**src/rtl/bcps_pkg.sv**
```systemverilog
// ----------------------------------------------------------------------------
// bcps_pkg
// Shared widths, codes, reset values and types for the best-candidate sampler.
// ----------------------------------------------------------------------------
package bcps_pkg;

    // field widths
    localparam int X_W        = 16;
    localparam int R_W        = 12;
    localparam int SCORE_W    = 33;
    localparam int CNT_W      = 11;
    localparam int CPP_W      = 5;
    localparam int LIMIT_W    = 11;
    localparam int IMG_W      = 9;
    localparam int CFG_IDX_W  = 2;
    localparam int CFG_DATA_W = 11;

    // default parameter values
    localparam int DEF_MAX_POINTS = 1024;
    localparam int DEF_FRAC_BITS  = 8;

    // score of an empty store
    localparam longint SCORE_MAX = 64'sd2147483648;

    // register indexes
    localparam logic [CFG_IDX_W-1:0] CFG_CPP   = 2'd0;
    localparam logic [CFG_IDX_W-1:0] CFG_LIMIT = 2'd1;
    localparam logic [CFG_IDX_W-1:0] CFG_IMG   = 2'd2;

    // register reset values
    localparam logic [CPP_W-1:0]   CPP_RESET   = 5'd1;
    localparam logic [LIMIT_W-1:0] LIMIT_RESET = 11'd50;
    localparam logic [IMG_W-1:0]   IMG_RESET   = 9'd256;

    // command codes
    localparam logic CMD_EVAL  = 1'b0;
    localparam logic CMD_CLEAR = 1'b1;

    // one stored point
    typedef struct packed {
        logic [X_W-1:0] x;
        logic [X_W-1:0] y;
        logic [R_W-1:0] r;
    } t_point;

    // control from the sequencer into the score pipe
    typedef struct packed {
        logic start;
        logic vld;
    } t_scan_ctl;

    // status back from the score pipe
    typedef struct packed {
        logic busy;
    } t_scan_stat;

endpackage

```
**src/rtl/bcps_score_pipe.sv**
```systemverilog
// ----------------------------------------------------------------------------
// bcps_score_pipe
// Three-stage distance pipe: toroidal axis distances, squares, running minimum
// of squared distance less squared radius sum over one scan of the store.
// ----------------------------------------------------------------------------
module bcps_score_pipe #(
    parameter int FRAC_BITS = bcps_pkg::DEF_FRAC_BITS
) (
    input  logic                                i_clk,
    input  logic                                i_rst_n,
    input  bcps_pkg::t_scan_ctl                 i_ctl,
    input  bcps_pkg::t_point                    i_pt,
    input  bcps_pkg::t_point                    i_cand,
    input  logic [bcps_pkg::IMG_W-1:0]          i_img,
    output bcps_pkg::t_scan_stat                o_stat,
    output logic signed [bcps_pkg::SCORE_W-1:0] o_score
);
    import bcps_pkg::*;

    localparam int DW    = (FRAC_BITS + IMG_W > X_W) ? FRAC_BITS + IMG_W : X_W;
    localparam int RS_W  = R_W + 1;
    localparam int SQ_W  = 2 * DW;
    localparam int ACC_W = 2 * DW + 2;
    localparam logic signed [ACC_W-1:0] ACC_MAX = ACC_W'(SCORE_MAX);

    // magnitude of the wrapped per-axis distance
    function automatic logic [DW-1:0] wrap_mag(input logic [X_W-1:0] a,
                                               input logic [X_W-1:0] b,
                                               input logic [DW-1:0]  half,
                                               input logic [DW-1:0]  full);
        logic [X_W-1:0] d;
        logic [DW-1:0]  dw;
        d  = (a > b) ? a - b : b - a;
        dw = DW'(d);
        if (dw > half) begin
            wrap_mag = (dw > full) ? dw - full : full - dw;
        end else begin
            wrap_mag = dw;
        end
    endfunction

    logic [DW-1:0] half_len;
    logic [DW-1:0] full_len;

    logic                    r_v1;
    logic [DW-1:0]           r_mx;
    logic [DW-1:0]           r_my;
    logic [RS_W-1:0]         r_rs;
    logic                    r_v2;
    logic [SQ_W-1:0]         r_sx;
    logic [SQ_W-1:0]         r_sy;
    logic [2*RS_W-1:0]       r_srs;
    logic signed [ACC_W-1:0] r_min;
    logic signed [ACC_W-1:0] n_sum;

    // wrap thresholds in fixed point
    assign half_len = DW'(i_img >> 1) << FRAC_BITS;
    assign full_len = DW'(i_img) << FRAC_BITS;

    // stage valids
    always_ff @(posedge i_clk) begin
        if (!i_rst_n) begin
            r_v1 <= 1'b0;
            r_v2 <= 1'b0;
        end else begin
            r_v1 <= i_ctl.vld;
            r_v2 <= r_v1;
        end
    end

    // stage 1: axis distances and radius sum
    always_ff @(posedge i_clk) begin
        r_mx <= wrap_mag(i_cand.x, i_pt.x, half_len, full_len);
        r_my <= wrap_mag(i_cand.y, i_pt.y, half_len, full_len);
        r_rs <= RS_W'(i_cand.r) + RS_W'(i_pt.r);
    end

    // stage 2: squares
    always_ff @(posedge i_clk) begin
        r_sx  <= r_mx * r_mx;
        r_sy  <= r_my * r_my;
        r_srs <= r_rs * r_rs;
    end

    // stage 3: running minimum
    assign n_sum = $signed(ACC_W'(r_sx) + ACC_W'(r_sy) - ACC_W'(r_srs));

    always_ff @(posedge i_clk) begin
        if (i_ctl.start) begin
            r_min <= ACC_MAX;
        end else if (r_v2 && (n_sum < r_min)) begin
            r_min <= n_sum;
        end
    end

    assign o_stat.busy = r_v1 | r_v2;
    assign o_score     = $signed(r_min[SCORE_W-1:0]);

endmodule

```
**config.mk**
```make
export PLATFORM = sky130hd
export DESIGN_NAME = bcps_score_pipe
export DESIGN_NICKNAME = d
export VERILOG_FILES = /design/src/rtl/bcps_pkg.sv /design/src/rtl/bcps_score_pipe.sv
export SDC_FILE = /design/constraint.sdc
export NUM_CORES = 2
export LEC_CHECK = 0
export ABC_AREA = 1
export BUFFER_PORTS_ARGS = -buffer_cell sky130_fd_sc_hd__clkbuf_2
export CAP_MARGIN = 30
export CORE_MARGIN = 5
export CORE_UTILIZATION = 45
export DETAILED_ROUTE_END_ITERATION = 10
export GPL_TIMING_DRIVEN = 0
export SLEW_MARGIN = 10
export SYNTH_ARGS = -nofsm -noshare
export SYNTH_HDL_FRONTEND = slang
export SYNTH_SLANG_ARGS = --single-unit
```
**constraint.sdc**
```tcl
create_clock -name i_clk -period 7.37 [get_ports i_clk]
set_clock_uncertainty 0.2 [all_clocks]
set_input_delay 0.737 -clock i_clk [delete_from_list [all_inputs] [get_ports i_clk]]
set_output_delay 0.737 -clock i_clk [all_outputs]
set_load 0.05 [all_outputs]
```
# Word level (Yosys, flattened, before mapping)
# Cells that the tools add are included.
dict set report totals {
  regBits 179
  input_bits 101
  out_inout_bits 34
}
dict set report classes {
  multipliers 3
  addsub 11
  bitwise_logic 1
  n_lt_le_gt_ge 7
  n_reduce_logical 1
  mux 6
}
# cell count
set op_table {}
lappend op_table {{$mul 17x17->34} 2}
lappend op_table {{$gt 16x16->1} 4}
lappend op_table {{$mux 16} 4}
lappend op_table {{$sub 16x16->16} 4}
lappend op_table {{$lt 36x36->1} 1}
lappend op_table {{$sub 35x26->36} 1}
lappend op_table {{$add 34x34->35} 1}
lappend op_table {{$gt 16x17->1} 2}
lappend op_table {{$mux 17} 2}
lappend op_table {{$sub 16x17->17} 2}
lappend op_table {{$sub 17x16->17} 2}
lappend op_table {{$mul 13x13->26} 1}
lappend op_table {{$add 12x12->13} 1}
lappend op_table {{$logic_and 1x1->1} 1}
lappend op_table {{$or 1x1->1} 1}

# Depth between registers and ports, before layout
dict set report logic_depth {
  depth_word 5
  ltp_mapped 32
  ltp_nobuf 30
}

# Worst setup path before layout
# No wires, ideal clock.
dict set report synth_timing {
  path_kind {reg2reg}
  start {reg r_mx[7]}
  end {reg r_sx[30]}
  setup_time_ns 0.125
  path_stages_with_launch 26
  slack_ns 1.606
  path_buffers 2
  arrival_time_ns 5.439
  period_less_slack_ns 5.764
  cell_sequence {dfxtp_1 clkbuf_1 clkbuf_1 nand2_1 fa_1 inv_1 fa_1 inv_1 fa_1 inv_1 fa_1 fa_1 inv_1 fa_1 inv_1 ha_1 nand2_1 inv_1 nand3_1 o21ai_0 nand2_1 nand3_1 nand3_1 nand2_1 a31oi_1 xor2_1}
}
dict set report synth_between {
  elab_chain_len 1
}
# element line_no
set synth_rtl {}
lappend synth_rtl {{start: declaration} bcps_score_pipe.sv:46} ;# logic [DW-1:0] r_mx;
lappend synth_rtl {{start signal: assignment} bcps_score_pipe.sv:73} ;# r_mx <= wrap_mag(i_cand.x, i_pt.x, half_len, full_len);
lappend synth_rtl {{$mul 17x17->34} bcps_score_pipe.sv:80} ;# r_sx <= r_mx * r_mx;
lappend synth_rtl {{end signal: assignment} bcps_score_pipe.sv:80}
lappend synth_rtl {{end: declaration} bcps_score_pipe.sv:50} ;# logic [SQ_W-1:0] r_sx;
# Every way passes these cells.
# A chain may end at the register's enable or synchronous reset.

# Worst setup path in the final report
dict set report layout_timing {
  start {reg r_my[2]}
  end {reg r_sy[30]}
}
dict set report layout_between {
  elab_chain_len 1
}
# element line_no
set layout_rtl {}
lappend layout_rtl {{start: declaration} bcps_score_pipe.sv:47} ;# logic [DW-1:0] r_my;
lappend layout_rtl {{start signal: assignment} bcps_score_pipe.sv:74} ;# r_my <= wrap_mag(i_cand.y, i_pt.y, half_len, full_len);
lappend layout_rtl {{$mul 17x17->34} bcps_score_pipe.sv:81} ;# r_sy <= r_my * r_my;
lappend layout_rtl {{end signal: assignment} bcps_score_pipe.sv:81}
lappend layout_rtl {{end: declaration} bcps_score_pipe.sv:51} ;# logic [SQ_W-1:0] r_sy;
# Every way passes these cells.

==> results.txt <==
Status - completed
DR DRC count - 0
Core area - 80800 sq um
DP Wirelength - 82800 um
Layout cells sized above 1 - 5.85%
RSZ-0062 raised after global routing - false
Setup violators final - 0
Seq/Total Area, Yosys - 9.59%
Vias per cell - 4.88
RePlAce Congestion - 0.926
Hold Vio Cnt, Final - 0
Number of routed nets with antenna violations - 0
Fmax - 0.142 GHz
Global-route wire length before repair - 158000 um
Worst-margin pin slew - 0.971 ns
Yosys top cell area share - 27.7%
Via count - 29900
TritonCTS clock tree - yes
Avg WL per Cell - 15.4 um
EDFF count, synth - 0
Resize count post-CTS - 0
Vias in the first global route - 31000
Fin crit period - 7.03 ns
Hold buffer count at CTS - 0
Count leader, synth - inv_1
CP arrival - 7.21 ns
Final Max Slew Viols - 0
Max clock buf depth - 2
Site row count - 104
Synth area leaders - fa_1 (28%), ha_1 (17%), inv_1 (13%), nand2_1 (10%), dfxtp_1 (9.6%)
Final worst-path cycle share - 95.4%
Reg clk slew, reported paths - 0.08 ns
Worst hold path class - input port to flip-flop
Post-synth cell types - 59
GRT Total Usage - 22.3%
IO buf count - 134
First-pass iteration count of the detailed router - 6
Warnings, synthesis - 0
Gate Count Post-Synth - 4896
Max-Cap Viols - 0
Number of buffers created by CTS - 17
Hold WS - 0.223 ns
Synth Area per Inst - 7.51 sq um
Die height - 296 um
Initial DRC count - 1613
Drt total wl - 94500 um
Die W - 296 um
Post-Syn Area - 36700 sq um
CP required - 7.54 ns
Setup bufs post-CTS - 0
Fin nets - 6145
Post-synth top cells - inv_1 (1318), nand2_1 (1005), fa_1 (508)
CP Class - flip-flop to flip-flop
I/O pins - 135
Skew-Pair Late Insertion Delay - 0.49 ns
Startpoint types - flip-flop
Initial antenna violation count - 2
Die ar. - 87500 sq um
Synth area leader - fa_1
CTS root buf - clkbuf_16
Total gr overflow - 0
Worst-path fanout max - 10
Yosys reg bits - 176
Critical path capture point type - flip-flop
Ys flop type - dfxtp_1
Initial cell density of the core - 45.5%
Area Overhead vs Synth - 7.10%
FF-to-FF setup slack - 0.34 ns
Syn_nets - 5993
Asr flop ratio synth - 0%
Rel. slew slack - 34.6%
CTS sink count - 176
TNS Setup - 0 ns
Largest net degree at the start of global routing - 21
H-tree depth - 4
## stage by stage
stage	util, %	std cells	worst slack, ns	instance area [sq um]
after floorplan	-	4896	1.61	36700
after CTS	48.7	6122	0.317	39400
final	48.7	6122	0.336	39400
after global routing	48.7	6121	0.00114	39400
after detailed placement	47.9	6090	0.346	38700
after global placement	47.9	6090	0.324	38700
## layout make-up
cell class	instances	area, sq um
multi-input combinational	3250	27500
antenna	1	2.50
timing repair buffer	134	671
inverter	1329	4990
fill	8151	41500
tap	1060	1330
buffer	140	699
clock inverter	15	183
clock buffer	17	425
sequential	176	3520
## registers in the layout (all words and copies together), names as in the netlist
name,flops
r_min,36
r_sx,33
r_sy,33
r_srs,25
r_mx,17
r_my,17
r_rs,13
r_v1,1
r_v2,1
## placed cells by master (no fill, tap or decap), types with 10 or more instances in the layout
cell and count:
a21o_1 13, xor2_1 140, nand2_1 1005, nand3_1 150, nor4_1 11, a31oi_1 15
xnor2_1 65, buf_4 34, o21ai_0 117, nand2_2 14, fa_1 508, nor3_1 27
nand2_4 10, inv_2 10, o21bai_1 17, nor2_1 203, o211ai_1 13, clkbuf_2 137
clkbuf_16 17, nor2_4 10, inv_1 1318, clkbuf_1 93, o21a_1 17, nand4_1 30
a21oi_1 296, dfxtp_1 176, ha_1 488
## logic make-up (layout without fill, tap and decap cells)
logic type               Yosys count  after routing  synth area share, %
AO/OA/AOI/OAI                    545            545                 8.33
AND/OR/NAND/NOR                 1501           1501                 17.4
buffers and inverters           1470           1635                 15.5
multiplexers                       2              2               0.0579
XOR/XNOR                         205            205                 4.89
other                              1              2               0.0102
flip-flops                       176            176                 9.59
adder cells (fa/ha/maj)          996            996                 44.3
## per-layer routing
layer	track usage [%]	share of wire (%)	wire, um
met5	0	0	0
met1	30.1	46	43200
met4	3.57	1.4	1290
met2	38.8	47	44700
met3	3.52	5.6	5250
## critical path, stage by stage (launching register included)
cell and delay (ns):
dfxtp_1 0.47, clkbuf_1 0.49, clkbuf_1 0.58, nand2_1 0.16, fa_1 0.53, fa_1 0.57
inv_1 0.07, fa_1 0.48, fa_1 0.50, fa_1 0.52, inv_1 0.05, fa_1 0.55
inv_1 0.08, ha_1 0.41, nand2_1 0.13, o21ai_0 0.27, a21oi_1 0.11, inv_1 0.09
a21oi_1 0.06, o21ai_0 0.30, a21oi_1 0.14, xnor2_1 0.15
## final timing paths
kind	cells after the start	to	from
hold / removal	3	r_v1	i_ctl[0]
setup / recovery	21	r_sy[30]	r_my[2]
hold reg to reg	2	r_v2	r_v1
setup reg to reg	21	r_sy[30]	r_my[2]
Power is left out: the tool's default activity adds up to more than one toggle a clock period on the data nets, which glitch-free logic cannot reach.
